`src/design/bsa_pkg.sv`:
```
// Shared types and constants for the bitmap slot allocator.
// Used by the row unit and the allocator top level; no dependencies.
`timescale 1ns / 1ps

package bsa_pkg;

   // Used-bit map is stored as rows of this many slot bits
   localparam int ROW_BITS = 8;
   localparam int BIT_W    = 3;
   // Byte offsets within the page
   localparam int OFFSET_W = 12;

   // Request operation codes
   localparam logic [1:0] OP_ALLOC  = 2'd0;
   localparam logic [1:0] OP_FREE   = 2'd1;
   localparam logic [1:0] OP_VERIFY = 2'd2;

   // Sequencer states
   typedef enum logic [2:0] {
      ST_CLEAR,
      ST_IDLE,
      ST_LOOKUP,
      ST_CHECK,
      ST_REPLY
   } state_type;

   // Row unit results
   typedef struct packed {
      logic                found;
      logic [BIT_W-1:0]    first_free;
      logic [ROW_BITS-1:0] set_row;
      logic [ROW_BITS-1:0] clear_row;
      logic                bit_value;
   } row_result_type;

endpackage

```
`src/design/bsa_ram.sv`:
```
// Generic single-write, single-read RAM with registered read data.
// No dependencies.
`timescale 1ns / 1ps

module bsa_ram #(
   parameter int WIDTH = 8,
   parameter int DEPTH = 16
) (
   input  logic                                      clock,
   input  logic                                      wr_en,
   input  logic [((DEPTH > 1) ? $clog2(DEPTH) : 1)-1:0] wr_addr,
   input  logic [WIDTH-1:0]                          wr_data,
   input  logic                                      rd_en,
   input  logic [((DEPTH > 1) ? $clog2(DEPTH) : 1)-1:0] rd_addr,
   output logic [WIDTH-1:0]                          rd_data
);

   logic [WIDTH-1:0] mem [DEPTH];

   always_ff @(posedge clock) begin
      if (wr_en) begin
         mem[wr_addr] <= wr_data;
      end
      if (rd_en) begin
         rd_data <= mem[rd_addr];
      end
   end

endmodule

```
`src/design/bsa_row_unit.sv`:
```
// Shared row unit: find-first-free, set, clear and test on one map row.
// Depends on bsa_pkg.
`timescale 1ns / 1ps

module bsa_row_unit
   import bsa_pkg::*;
#(
   parameter int SLOT_COUNT = 128,
   parameter int ROW_W      = 4
) (
   input  logic [ROW_BITS-1:0] row_data,
   input  logic [ROW_W-1:0]    row_index,
   input  logic [BIT_W-1:0]    bit_sel,
   output row_result_type      result
);

   localparam int NUM_W = ROW_W + BIT_W + 1;

   logic [ROW_BITS-1:0] live;
   logic [ROW_BITS-1:0] free_bits;
   logic [BIT_W-1:0]    first;

   // Slots past the end of the page never count as free
   always_comb begin
      for (int b = 0; b < ROW_BITS; b++) begin
         live[b] = NUM_W'({row_index, BIT_W'(b)}) < NUM_W'(SLOT_COUNT);
      end
      free_bits = ~row_data & live;
   end

   // Lowest free bit wins
   always_comb begin
      first = '0;
      for (int b = ROW_BITS - 1; b >= 0; b--) begin
         if (free_bits[b]) begin
            first = BIT_W'(b);
         end
      end
   end

   always_comb begin
      result.found      = |free_bits;
      result.first_free = first;
      result.set_row    = row_data | (ROW_BITS'(1) << first);
      result.clear_row  = row_data & ~(ROW_BITS'(1) << bit_sel);
      result.bit_value  = row_data[bit_sel];
   end

endmodule

```
`src/design/bitmap_slot_allocator_core.sv`:
```
// Bitmap slot allocator top level: request sequencer, map RAM and row unit.
// Depends on bsa_pkg, bsa_ram and bsa_row_unit.
`timescale 1ns / 1ps

// Tracks one page of SLOT_COUNT slots of SLOT_BYTES bytes in a used-bit map
// kept in a RAM of 8-bit rows; slot 0 is the header and stays used. After
// reset a clearing pass writes every row, one per cycle, before the first
// request is taken. One request is handled at a time. Free and verify read
// the slot's row, check it in the row unit and then reply; when the offset
// lies beyond the page, or for the unused op code, the check is skipped.
// Allocate scans the map one row per read/check pair through the shared
// row unit, stopping at the first row holding a free slot or after the
// last row.
// Results sit in an output register, so a stalled result does not block the
// next request transfer.
module bitmap_slot_allocator_core
   import bsa_pkg::*;
#(
   parameter int SLOT_COUNT = 128,
   parameter int SLOT_BYTES = 32
) (
   input  logic        clock,
   input  logic        reset,
   input  logic        req_tvalid,
   output logic        req_tready,
   input  logic [15:0] req_tdata,   // [11:0] object_offset, [15:12] zero
   input  logic [1:0]  req_tuser,   // [1:0] operation
   output logic        rsp_tvalid,
   input  logic        rsp_tready,
   output logic [15:0] rsp_tdata,   // [11:0] slot_offset, [15:12] zero
   output logic        rsp_tuser    // [0] success
);

   localparam int ROWS      = (SLOT_COUNT + ROW_BITS - 1) / ROW_BITS;
   localparam int ROW_W     = (ROWS > 1) ? $clog2(ROWS) : 1;
   localparam int SLOT_W    = ROW_W + BIT_W;
   localparam int SB_LOG    = $clog2(SLOT_BYTES);
   localparam int DIV_SHIFT = OFFSET_W + SB_LOG;
   localparam int RECIP     = ((1 << DIV_SHIFT) + SLOT_BYTES - 1) / SLOT_BYTES;
   localparam int PROD_W    = DIV_SHIFT + OFFSET_W;
   localparam int GRANT_W   = SLOT_W + $clog2(SLOT_BYTES + 1) + OFFSET_W;

   state_type state_ff, state_in;

   logic [1:0]          op_ff;
   logic [OFFSET_W-1:0] slot_ff;
   logic [ROW_W-1:0]    scan_row_ff, scan_row_in;
   logic [ROW_W-1:0]    clr_row_ff, clr_row_in;
   logic                res_success_ff, res_success_in;
   logic [OFFSET_W-1:0] res_offset_ff, res_offset_in;
   logic                rsp_valid_ff, rsp_valid_in;
   logic                rsp_success_ff;
   logic [OFFSET_W-1:0] rsp_offset_ff;

   logic                req_fire;
   logic                rsp_load;
   logic [PROD_W-1:0]   div_prod;
   logic                in_range;
   logic [ROW_W-1:0]    slot_row;
   logic [BIT_W-1:0]    slot_bit;
   logic                last_row;
   logic [GRANT_W-1:0]  grant_prod;

   logic                ram_wr_en;
   logic [ROW_W-1:0]    ram_wr_addr;
   logic [ROW_BITS-1:0] ram_wr_data;
   logic                ram_rd_en;
   logic [ROW_W-1:0]    ram_rd_addr;
   logic [ROW_BITS-1:0] ram_rd_data;
   row_result_type      unit_res;

   // Handshakes
   assign req_tready = (state_ff == ST_IDLE);
   assign req_fire   = req_tvalid & req_tready;
   assign rsp_load   = (state_ff == ST_REPLY) && (!rsp_valid_ff || rsp_tready);

   // Slot index = offset / SLOT_BYTES by reciprocal multiply (exact for 12 bits)
   assign div_prod = PROD_W'(req_tdata[OFFSET_W-1:0]) * PROD_W'(RECIP);

   assign in_range = {1'b0, slot_ff} < (OFFSET_W + 1)'(SLOT_COUNT);
   assign slot_row = slot_ff[SLOT_W-1:BIT_W];
   assign slot_bit = slot_ff[BIT_W-1:0];
   assign last_row = (scan_row_ff == ROW_W'(ROWS - 1));

   // Byte offset of a granted slot
   assign grant_prod = GRANT_W'({scan_row_ff, unit_res.first_free}) * GRANT_W'(SLOT_BYTES);

   bsa_ram #(
      .WIDTH (ROW_BITS),
      .DEPTH (ROWS)
   ) u_map_ram (
      .clock   (clock),
      .wr_en   (ram_wr_en),
      .wr_addr (ram_wr_addr),
      .wr_data (ram_wr_data),
      .rd_en   (ram_rd_en),
      .rd_addr (ram_rd_addr),
      .rd_data (ram_rd_data)
   );

   bsa_row_unit #(
      .SLOT_COUNT (SLOT_COUNT),
      .ROW_W      (ROW_W)
   ) u_row_unit (
      .row_data  (ram_rd_data),
      .row_index ((op_ff == OP_ALLOC) ? scan_row_ff : slot_row),
      .bit_sel   (slot_bit),
      .result    (unit_res)
   );

   // Next state
   always_comb begin
      state_in = state_ff;
      case (state_ff)
         ST_CLEAR: begin
            if (clr_row_ff == ROW_W'(ROWS - 1)) begin
               state_in = ST_IDLE;
            end
         end
         ST_IDLE: begin
            if (req_fire) begin
               state_in = ST_LOOKUP;
            end
         end
         ST_LOOKUP: begin
            if (op_ff == OP_ALLOC ||
                ((op_ff == OP_FREE || op_ff == OP_VERIFY) && in_range)) begin
               state_in = ST_CHECK;
            end else begin
               state_in = ST_REPLY;
            end
         end
         ST_CHECK: begin
            if (op_ff == OP_ALLOC && !unit_res.found && !last_row) begin
               state_in = ST_LOOKUP;
            end else begin
               state_in = ST_REPLY;
            end
         end
         ST_REPLY: begin
            if (rsp_load) begin
               state_in = ST_IDLE;
            end
         end
         default: state_in = ST_CLEAR;
      endcase
   end

   // Sequencer outputs: RAM control, clear and scan rows, pending result
   always_comb begin
      ram_wr_en      = 1'b0;
      ram_wr_addr    = clr_row_ff;
      ram_wr_data    = '0;
      ram_rd_en      = 1'b0;
      ram_rd_addr    = (op_ff == OP_ALLOC) ? scan_row_ff : slot_row;
      scan_row_in    = scan_row_ff;
      clr_row_in     = clr_row_ff;
      res_success_in = res_success_ff;
      res_offset_in  = res_offset_ff;
      case (state_ff)
         ST_CLEAR: begin
            // Header slot starts out used
            ram_wr_en   = 1'b1;
            ram_wr_data = (clr_row_ff == '0) ? ROW_BITS'(1) : '0;
            clr_row_in  = clr_row_ff + ROW_W'(1);
         end
         ST_IDLE: begin
            scan_row_in = '0;
         end
         ST_LOOKUP: begin
            ram_rd_en      = 1'b1;
            res_offset_in  = '0;
            // Beyond the page: free still reports 1, verify and unused op 0
            res_success_in = (op_ff == OP_FREE);
         end
         ST_CHECK: begin
            case (op_ff)
               OP_ALLOC: begin
                  if (unit_res.found) begin
                     ram_wr_en      = 1'b1;
                     ram_wr_addr    = scan_row_ff;
                     ram_wr_data    = unit_res.set_row;
                     res_success_in = 1'b1;
                     res_offset_in  = grant_prod[OFFSET_W-1:0];
                  end else begin
                     scan_row_in    = scan_row_ff + ROW_W'(1);
                     res_success_in = 1'b0;
                  end
               end
               OP_FREE: begin
                  // Freeing the header slot is ignored
                  ram_wr_en      = (slot_ff != '0);
                  ram_wr_addr    = slot_row;
                  ram_wr_data    = unit_res.clear_row;
                  res_success_in = 1'b1;
               end
               OP_VERIFY: begin
                  res_success_in = unit_res.bit_value;
               end
               default: begin
                  res_success_in = 1'b0;
               end
            endcase
         end
         default: begin
         end
      endcase
   end

   // Output register
   always_comb begin
      rsp_valid_in = rsp_valid_ff;
      if (rsp_valid_ff && rsp_tready) begin
         rsp_valid_in = 1'b0;
      end
      if (rsp_load) begin
         rsp_valid_in = 1'b1;
      end
   end

   // Control registers
   always_ff @(posedge clock) begin
      if (reset) begin
         state_ff     <= ST_CLEAR;
         clr_row_ff   <= '0;
         scan_row_ff  <= '0;
         rsp_valid_ff <= 1'b0;
      end else begin
         state_ff     <= state_in;
         clr_row_ff   <= clr_row_in;
         scan_row_ff  <= scan_row_in;
         rsp_valid_ff <= rsp_valid_in;
      end
   end

   // Payload registers
   always_ff @(posedge clock) begin
      if (req_fire) begin
         op_ff   <= req_tuser;
         slot_ff <= div_prod[PROD_W-1:DIV_SHIFT];
      end
      res_success_ff <= res_success_in;
      res_offset_ff  <= res_offset_in;
      if (rsp_load) begin
         rsp_success_ff <= res_success_ff;
         rsp_offset_ff  <= res_offset_ff;
      end
   end

   assign rsp_tvalid = rsp_valid_ff;
   assign rsp_tuser  = rsp_success_ff;
   assign rsp_tdata  = {4'b0, rsp_offset_ff};

endmodule
```
`config.mk`:
```
export PLATFORM = sky130hd
export DESIGN_NAME = bitmap_slot_allocator_core
export DESIGN_NICKNAME = d
export VERILOG_FILES = /design/src/design/bsa_pkg.sv /design/src/design/bsa_ram.sv /design/src/design/bsa_row_unit.sv /design/src/design/bitmap_slot_allocator_core.sv
export SDC_FILE = /design/constraint.sdc
export NUM_CORES = 1
export LEC_CHECK = 0
export ABC_AREA = 0
export BUFFER_PORTS_ARGS = -buffer_cell sky130_fd_sc_hd__buf_2
export CAP_MARGIN = 20
export CORE_UTILIZATION = 50
export DETAILED_ROUTE_END_ITERATION = 8
export GPL_TIMING_DRIVEN = 0
export PLACE_DENSITY = 0.7
export RECOVER_POWER = 100
export SYNTH_ARGS = -nofsm -noshare
export SYNTH_HDL_FRONTEND = slang
export SYNTH_SLANG_ARGS = --single-unit
```
`constraint.sdc`:
```
create_clock -name clock -period 5.5 [get_ports clock]
set_input_delay 0.275 -clock clock [delete_from_list [all_inputs] [get_ports clock]]
set_output_delay 0.275 -clock clock [all_outputs]
set_load 0.005 [all_outputs]
```
==> results of run 1 <==
-- power breakdown --
part / switching, uW / internal (uW)
clock: 534 / 686
sequential: 9.00 / 1450
combinational: 43.9 / 22.6
total: 587 / 2160
-- metrics by stage --
stage	hold WS (ns)	power, uW	setup WS, ns	std cells	cell area, sq um
finish	0.0128	2750	1.42	864	8750
global route	0.00718	2810	1.20	864	8750
CTS	0.00728	2760	2.39	864	8850
detailed placement	0.405	1560	2.42	832	8250
global placement	0.401	1550	1.76	819	8150
floorplan	0.353	1530	2.89	609	7800
-- logic make-up after synthesis --
group	share of synthesized area, %
flip-flops	65.3
buffers and inverters	3.85
AO/OA/AOI/OAI	14.0
XOR/XNOR	0.564
adder cells (fa/ha/maj)	0.483
AND/OR/NAND/NOR	13.2
other	0.0482
multiplexers	2.61
-- worst max path at each step --
stage,end,slack (ns),cells after the start
after floorplan,u_map_ram.mem[12][0],2.89,6
after global placement,u_map_ram.mem[4][5],1.76,8
after detailed placement,u_map_ram.mem[2][2],2.42,6
after CTS,u_map_ram.mem[2][6],2.39,7
after global routing,u_map_ram.mem[8][7],1.20,8
final,u_map_ram.mem[8][7],1.42,8
-- layer usage --
layer | vias up | global-route usage [%]
li1 | 2468 | -
met1 | 2616 | 30.7
met2 | 257 | 38.7
met3 | 39 | 4.77
met4 | 2 | 10.2
met5 | - | 0
-- layout make-up --
type,instances,share of cell area (%)
Buffer,48,2.83
Clock buffer,17,4.86
Clock inverter,15,1.99
Inverter,9,0.386
Multi-Input combinational cell,379,27.5
Sequential cell,173,58.0
Tap cell,188,2.69
Timing Repair Buffer,35,1.76
-- cell usage in the layout, fill, tap and decap left out, drive strengths merged, types with 8 or more instances in the layout --
cell and count:
dfxtp 12, o21ai 22, nor2b 8, a21oi 18, clkbuf 56, mux2i 13
nor2 34, edfxtp 161, and3 38, conb 9, buf 44, o22ai 9
inv 18, a31oi 19, nand2 53, a211oi 30, nand3 12, nor3 15
-- worst reg2reg max path, stage by stage, from the launching register on --
cell and delay (ns):
sky130_fd_sc_hd__edfxtp_1 0.36, sky130_fd_sc_hd__clkbuf_1 0.25, sky130_fd_sc_hd__or2_1 0.28, sky130_fd_sc_hd__clkbuf_1 0.25, sky130_fd_sc_hd__clkbuf_1 0.32, sky130_fd_sc_hd__nor2_1 0.28, sky130_fd_sc_hd__clkbuf_1 0.35, sky130_fd_sc_hd__a21oi_1 0.08
sky130_fd_sc_hd__nor3_1 1.45
-- registers in the layout, indices dropped and copies added, names as in the netlist --
register           count
u_map_ram.rd_data      8
scan_row_ff            4
op_ff                  2
clr_row_ff             4
u_map_ram.mem        128
slot_ff                7
res_offset_ff          7
res_success_ff         1
rsp_tvalid             1
rsp_offset_ff          7
state_ff               3
rsp_tuser              1
==> reports/qor.tcl, run 1 <==
set qor(detail_route.first_pass.iterations) 5
set qor(clk-insertion-delay-late_ns) 0.44
set qor(synth_sequential_area_ratio_pct) 65.3
set qor(worst_r2r_startpoint) {op_ff[0]}
set qor(synth.top_cell.area_share_pct) 62.2
set qor(worstPathArrival_ns) 4.05
set qor(slew_violations) 17
set qor(synth_warnings) 0
set qor(cp-start-kind) {flop}
set qor(grt_pass1_vias) 5032
set qor(numCtsBuffers) 17
set qor(post_cts_setup_buffer_count) 0
set qor(final_core_util_pct) 57.6
set qor(synth_area_leaders) {sky130_fd_sc_hd__edfxtp_1 (62%), sky130_fd_sc_hd__dfxtp_1 (3.1%), sky130_fd_sc_hd__and3_1 (3.1%)}
set qor(min_delay_worst_endpoint) {op_ff[1]}
set qor(n_fill_cell) 1212
set qor(ordered_list_of_cells_on_the_worst_path) {clkbuf_1, or2_1, clkbuf_1, clkbuf_1, nor2_1, clkbuf_1, a21oi_1, nor3_1}
set qor(count_of_flip_flops_with_a_built_in_enable_after_synthesis) 161
set qor(max_freq_mhz) 245
set qor(synth_cell_type_count) 67
set qor(max_slew_margin_pct) -25.4
set qor(synth_largest_area_cell) {sky130_fd_sc_hd__edfxtp_1}
set qor(final_net_count) 688
set qor(final_min_period_over_clock_period_pct) 74.2
set qor(drt-vias-per-instance) 6.23
set qor(wl_met1_um) 7600
set qor(dr_total_vias) 5382
set qor(cts_root_buf) {sky130_fd_sc_hd__clkbuf_16}
set qor(syn_inst_count) 601
set qor(crit_path_start) {op_ff[0]}
set qor(ctsHtreeMaxLevel) 4
set qor(core_region_area_sq_um) 15200
set qor(worst_hold_startpoint) {req_tuser[1]}
set qor(cap_viol_max_count) 1
set qor(layout_cells_sized_above_1_pct) 13.3
set qor(detail-route-antenna-nets) 0
set qor(crit_path_frequent_cell) {sky130_fd_sc_hd__clkbuf_1}
set qor(area_growth_pct) 12.6
set qor(sequential_cell_area_sq_um) 5070
set qor(totalNegativeSetupSlack_ns) 0
set qor(die_area_sq_um) 16000
set qor(grt_setup_unrepaired) {false}
set qor(ys_seq_elements) 173
set qor(setup.reg_to_reg.worst_slack_ns) 1.42
set qor(fin_crit_ns) 4.08
set qor(chipHeight_um) 127
set qor(max-vdd-ir-drop_mv) 0.277
set qor(port-buffer-count) 22
set qor(power.leakage_uw) 0.00282
set qor(synth_commonest_cells) {sky130_fd_sc_hd__edfxtp_1 (161), sky130_fd_sc_hd__nand2_1 (53), sky130_fd_sc_hd__and3_1 (38)}
set qor(grt_first_pass_wirelength_um) 28000
set qor(cellPowerDensity_nw_per_um2) 314
set qor(die_w_um) 127
set qor(required_ns) 5.46
set qor(cts.path.max_buffers) 2
set qor(grt_antenna_before_repair) 1
set qor(wl_met2_um) 9000
set qor(synth_area_per_cell_sq_um) 12.9
set qor(criticalPathCategory) {reg -> reg}
set qor(cts_hold_buf) 0
set qor(dr.max_layer_used) {met5}
set qor(placementRows) 45
set qor(asyncSetResetFlopFracSynth_pct) 0
set qor(dp_hpwl_um) 12900
set qor(detailedRoute.firstIterationViolations) 607
set qor(path_max_fanout) 16
set qor(multi_input_area_sq_um) 2410
set qor(crit_path_max_incr_delay_ns) 1.45
set qor(synth_most_common_cell) {sky130_fd_sc_hd__edfxtp_1}
set qor(routed-wl-met3_um) 1260
set qor(cts.clk_slew.worst_paths_ns) 0.07
set qor(worstRegToRegCells) 8
set qor(post_cts_resized) 0
set qor(grt.overflow.total) 0
set qor(critical_path.top_delay_family) {simple AND/OR/NAND/NOR gates}
set qor(final_hold_viol_count) 0
set qor(status) {finished, violations left}
set qor(synthesis.area_sq_um) 7770
set qor(cpMaxStageDelayCell) {sky130_fd_sc_hd__nor3_1}
set qor(crit-reg2reg-capture) {u_map_ram.mem[8][7]}
set qor(floorplan.initialDensity_pct) 51.1
set qor(violations_in_the_final_reports) {max-capacitance violations, max-slew violations}
set qor(boundaryPins) 41
set qor(tightestPinTransition_ns) 1.87
set qor(track_usage_pct) 23.6
set qor(ys.flop_type) {sky130_fd_sc_hd__edfxtp_1}
set qor(path_buf_inv) 4
set qor(globalplace.congestion) 0.848
set qor(grt_start_max_net_pins) 18
set qor(final.setup_skew_ns) 0.0103
set qor(cts_tree) {yes}
set qor(hold_crit_path_type) {in -> reg}
set qor(number_of_clock_sinks) 173
set qor(wirelength_um) 18300
set qor(endpoint_kind) {flop}
set qor(n_antenna_cell) 0
set qor(holdPathStages) 1
set qor(dr_drc_count) 0
set qor(route.detailed.wl_per_inst_um) 21.2
set qor(setup_viol_count_final) 0
(Power assumes the default switching activity.)
==> run 2: changes to the inputs <==
--- a/config.mk
+++ b/config.mk
@@ -11,7 +11,7 @@
 export CORE_UTILIZATION = 50
 export DETAILED_ROUTE_END_ITERATION = 8
 export GPL_TIMING_DRIVEN = 0
-export PLACE_DENSITY = 0.7
+export PLACE_DENSITY = 0.73
 export RECOVER_POWER = 100
 export SYNTH_ARGS = -nofsm -noshare
 export SYNTH_HDL_FRONTEND = slang
==> constraint.sdc (replaced) <==
create_clock -name clock -period 3.5 [get_ports clock]
set_input_delay 0.175 -clock clock [delete_from_list [all_inputs] [get_ports clock]]
set_output_delay 0.175 -clock clock [all_outputs]
set_load 0.005 [all_outputs]
==> reports/qor.tcl, run 2 (synthesis gave the netlist of run 1 again) <==
set qor(grt_setup_unrepaired) {false}
set qor(grt.met3_usage_pct) 5.19 ;# +0.42 points
set qor(finalPower_uw) 4210 ;# +53%
set qor(gr-usage-met2_pct) 38.9 ;# +0.23 points
set qor(criticalPathCategory) {reg -> reg}
set qor(chipHeight_um) 127 ;# unchanged
set qor(slew_violations) 0 ;# -17
set qor(die_w_um) 127 ;# unchanged
set qor(cts.path.max_buffers) 2 ;# unchanged
set qor(last_element_of_the_critical_path) {u_map_ram.mem[14][5]}
set qor(detail_route.first_pass.iterations) 6 ;# +1
set qor(max-vdd-ir-drop_mv) 0.369 ;# +33%
set qor(cts.clk_slew.worst_paths_ns) 0.06 ;# about the same
set qor(dr_drc_count) 0 ;# unchanged
set qor(core_region_area_sq_um) 15200 ;# unchanged
set qor(cts_root_buf) {sky130_fd_sc_hd__clkbuf_16}
set qor(setup.reg_to_reg.worst_slack_ns) 0.31 ;# -1.11 ns
set qor(gr-max-usage-layer) {met2}
set qor(clk-insertion-delay-late_ns) 0.43 ;# about the same
set qor(port-buffer-count) 22 ;# unchanged
set qor(max_slew_margin_pct) 20.1 ;# +46 points
set qor(hold_crit_path_type) {in -> reg}
set qor(numCtsBuffers) 17 ;# unchanged
set qor(n_fill_cell) 1213 ;# +0.083%
set qor(dr_total_vias) 5328 ;# -1.0%
set qor(required_ns) 3.78 ;# -1.68 ns
set qor(die_area_sq_um) 16000 ;# unchanged
set qor(final.setup_skew_ns) 0.00788 ;# -0.00241 ns
set qor(dp_hpwl_um) 12900 ;# -0.17%
set qor(status) {completed}
set qor(wirelength_um) 18100 ;# -1.2%
set qor(ctsHtreeMaxLevel) 4 ;# unchanged
set qor(worst_r2r_startpoint) {op_ff[0]}
set qor(top_regs) {u_map_ram.mem x128, u_map_ram.rd_data x8}
set qor(cp-start-kind) {flop}
set qor(setup_viol_count_final) 0 ;# unchanged
set qor(power.leakage_uw) 0.00287 ;# +1.7%
set qor(endpoint_kind) {flop}
set qor(largest_reg_flops) 128 ;# unchanged
set qor(worstPathArrival_ns) 3.48 ;# -0.57 ns
set qor(cts_hold_buf) 10 ;# +10
set qor(worstRegToRegCells) 9 ;# +1
set qor(layout_cells_sized_above_1_pct) 14.0 ;# +0.70 points
set qor(grt_start_max_net_pins) 17 ;# -1
set qor(final_hold_viol_count) 0 ;# unchanged
set qor(n_antenna_cell) 0 ;# unchanged
set qor(track_usage_pct) 23.7 ;# +0.16 points
set qor(floorplan.initialDensity_pct) 51.1 ;# unchanged
set qor(route.detailed.wl_per_inst_um) 20.7 ;# -2.2%
set qor(cellPowerDensity_nw_per_um2) 475 ;# +51%
set qor(fin_ws_ns) 0.307 ;# -1.11 ns
set qor(max_freq_mhz) 313 ;# +28%
set qor(grt_first_pass_wirelength_um) 28300 ;# +1.0%
set qor(drt-vias-per-instance) 6.10 ;# -2.0%
set qor(post_cts_resized) 0 ;# unchanged
set qor(layout.cells.most_common) {sky130_fd_sc_hd__edfxtp_1}
set qor(detail-route-antenna-nets) 0 ;# unchanged
set qor(cap_viol_max_count) 0 ;# -1
set qor(post_cts_setup_buffer_count) 0 ;# unchanged
set qor(globalplace.congestion) 0.853 ;# +0.55%
set qor(number_of_clock_sinks) 173 ;# unchanged
set qor(fin_crit_ns) 3.19 ;# -0.888 ns
set qor(tightestPinTransition_ns) 1.19 ;# -0.678 ns
set qor(final_min_period_over_clock_period_pct) 91.2 ;# +17 points
set qor(detailedRoute.firstIterationViolations) 640 ;# +5.4%
set qor(grtUsageMet1_pct) 32.0 ;# +1.3 points
set qor(grt.overflow.total) 0 ;# unchanged
set qor(placementRows) 45 ;# unchanged
set qor(area_growth_pct) 14.0
set qor(final_net_count) 698 ;# +1.5%
set qor(grt_antenna_before_repair) 0 ;# -1
set qor(path_max_fanout) 10 ;# -6
set qor(boundaryPins) 41 ;# unchanged
set qor(registers.top_by_ff_count) {u_map_ram.mem}
set qor(final_cell_mix) {sky130_fd_sc_hd__edfxtp_1 (161), sky130_fd_sc_hd__nand2_1 (53), sky130_fd_sc_hd__and3_1 (38)}
set qor(cts_tree) {yes}
set qor(crit_path_start) {op_ff[0]}
set qor(grt_pass1_vias) 5129 ;# +1.9%
set qor(crit-reg2reg-capture) {u_map_ram.mem[14][5]}
set qor(dp_worst_setup_slack_ns) 0.464 ;# -1.95 ns
==> run 2: changes by cell type in the layout (fill, tap and decap cells not counted), moves of 2 or more <==
| cell | delta |
|---|---|
| sky130_fd_sc_hd__buf_6 | +4 |
| sky130_fd_sc_hd__inv_6 | -4 |
| sky130_fd_sc_hd__o21ai_0 | +4 |
| sky130_fd_sc_hd__or2_1 | -2 |
| sky130_fd_sc_hd__o21ai_1 | -4 |
| sky130_fd_sc_hd__or2_0 | +2 |
| sky130_fd_sc_hd__clkinvlp_4 | +2 |
| sky130_fd_sc_hd__clkbuf_2 | +3 |
| sky130_fd_sc_hd__clkbuf_1 | -7 |
| sky130_fd_sc_hd__dlygate4sd3_1 | +10 |
==> run 2: routing by layer <==
layer  up-vias  part of all wire [%]
li1       2486                     -
met1      2567                    42
met2       245                    49
met3        30                   7.8
met4         0                   1.6
met5         -                     0
==> run 2: worst min path at each step <==
stage,from,to,slack (ns),cells after the start
3_5_place_dp,req_tuser[1],op_ff[1],0.36,1
2_1_floorplan,reset,state_ff[0],0.25,1
5_1_grt,rsp_tready,rsp_tvalid,0.08,3
4_1_cts,rsp_tready,rsp_tvalid,0.06,3
6_report,rsp_tready,rsp_tvalid,0.07,3
3_3_place_gp,req_tdata[11],slot_ff[6],0.35,1
==> run 2: per-stage QoR <==
| step | utilization, % | setup TNS (ns) | hold WS [ns] | std cells | cell area, sq um |
|---|---|---|---|---|---|
| after floorplan | - | 0 | 0.253 | 609 | 7800 |
| after global routing | 58.3 | 0 | 0.0765 | 873 | 8860 |
| after global placement | 53.6 | -3.67 | 0.354 | 819 | 8150 |
| after CTS | 58.6 | 0 | 0.0589 | 873 | 8910 |
| after detailed placement | 54.2 | 0 | 0.355 | 832 | 8250 |
| final | 58.3 | 0 | 0.0660 | 873 | 8860 |
==> run 2: layout make-up <==
cell class	instances	area [sq um]	area share, %
clock inverters	13	133	1.50
clock buffers	18	429	4.85
inverters	9	33.8	0.381
plain buffers	48	263	2.97
flip-flops and latches	173	5070	57.3
multi-input cells	379	2410	27.3
well taps	188	235	2.66
repair buffers	45	274	3.09
==> run 2: worst max-delay path, stage by stage, from the launching register on <==
cell                       delay, ns
sky130_fd_sc_hd__edfxtp_1       0.38
sky130_fd_sc_hd__buf_6          0.15
sky130_fd_sc_hd__or2_0          0.24
sky130_fd_sc_hd__buf_6          0.15
sky130_fd_sc_hd__clkbuf_1       0.24
sky130_fd_sc_hd__nor2_1         0.28
sky130_fd_sc_hd__clkbuf_1       0.34
sky130_fd_sc_hd__a21oi_1        0.07
sky130_fd_sc_hd__nor3_1         0.95
sky130_fd_sc_hd__buf_6          0.25
==> run 2: where the power goes <==
group | switching [uW] | internal [uW] | leakage, uW
combinational | 71.0 | 43.2 | 0.00120
sequential | 13.3 | 2280 | 0.00139
clock | 804 | 993 | 0.000272
total | 888 | 3320 | 0.00287
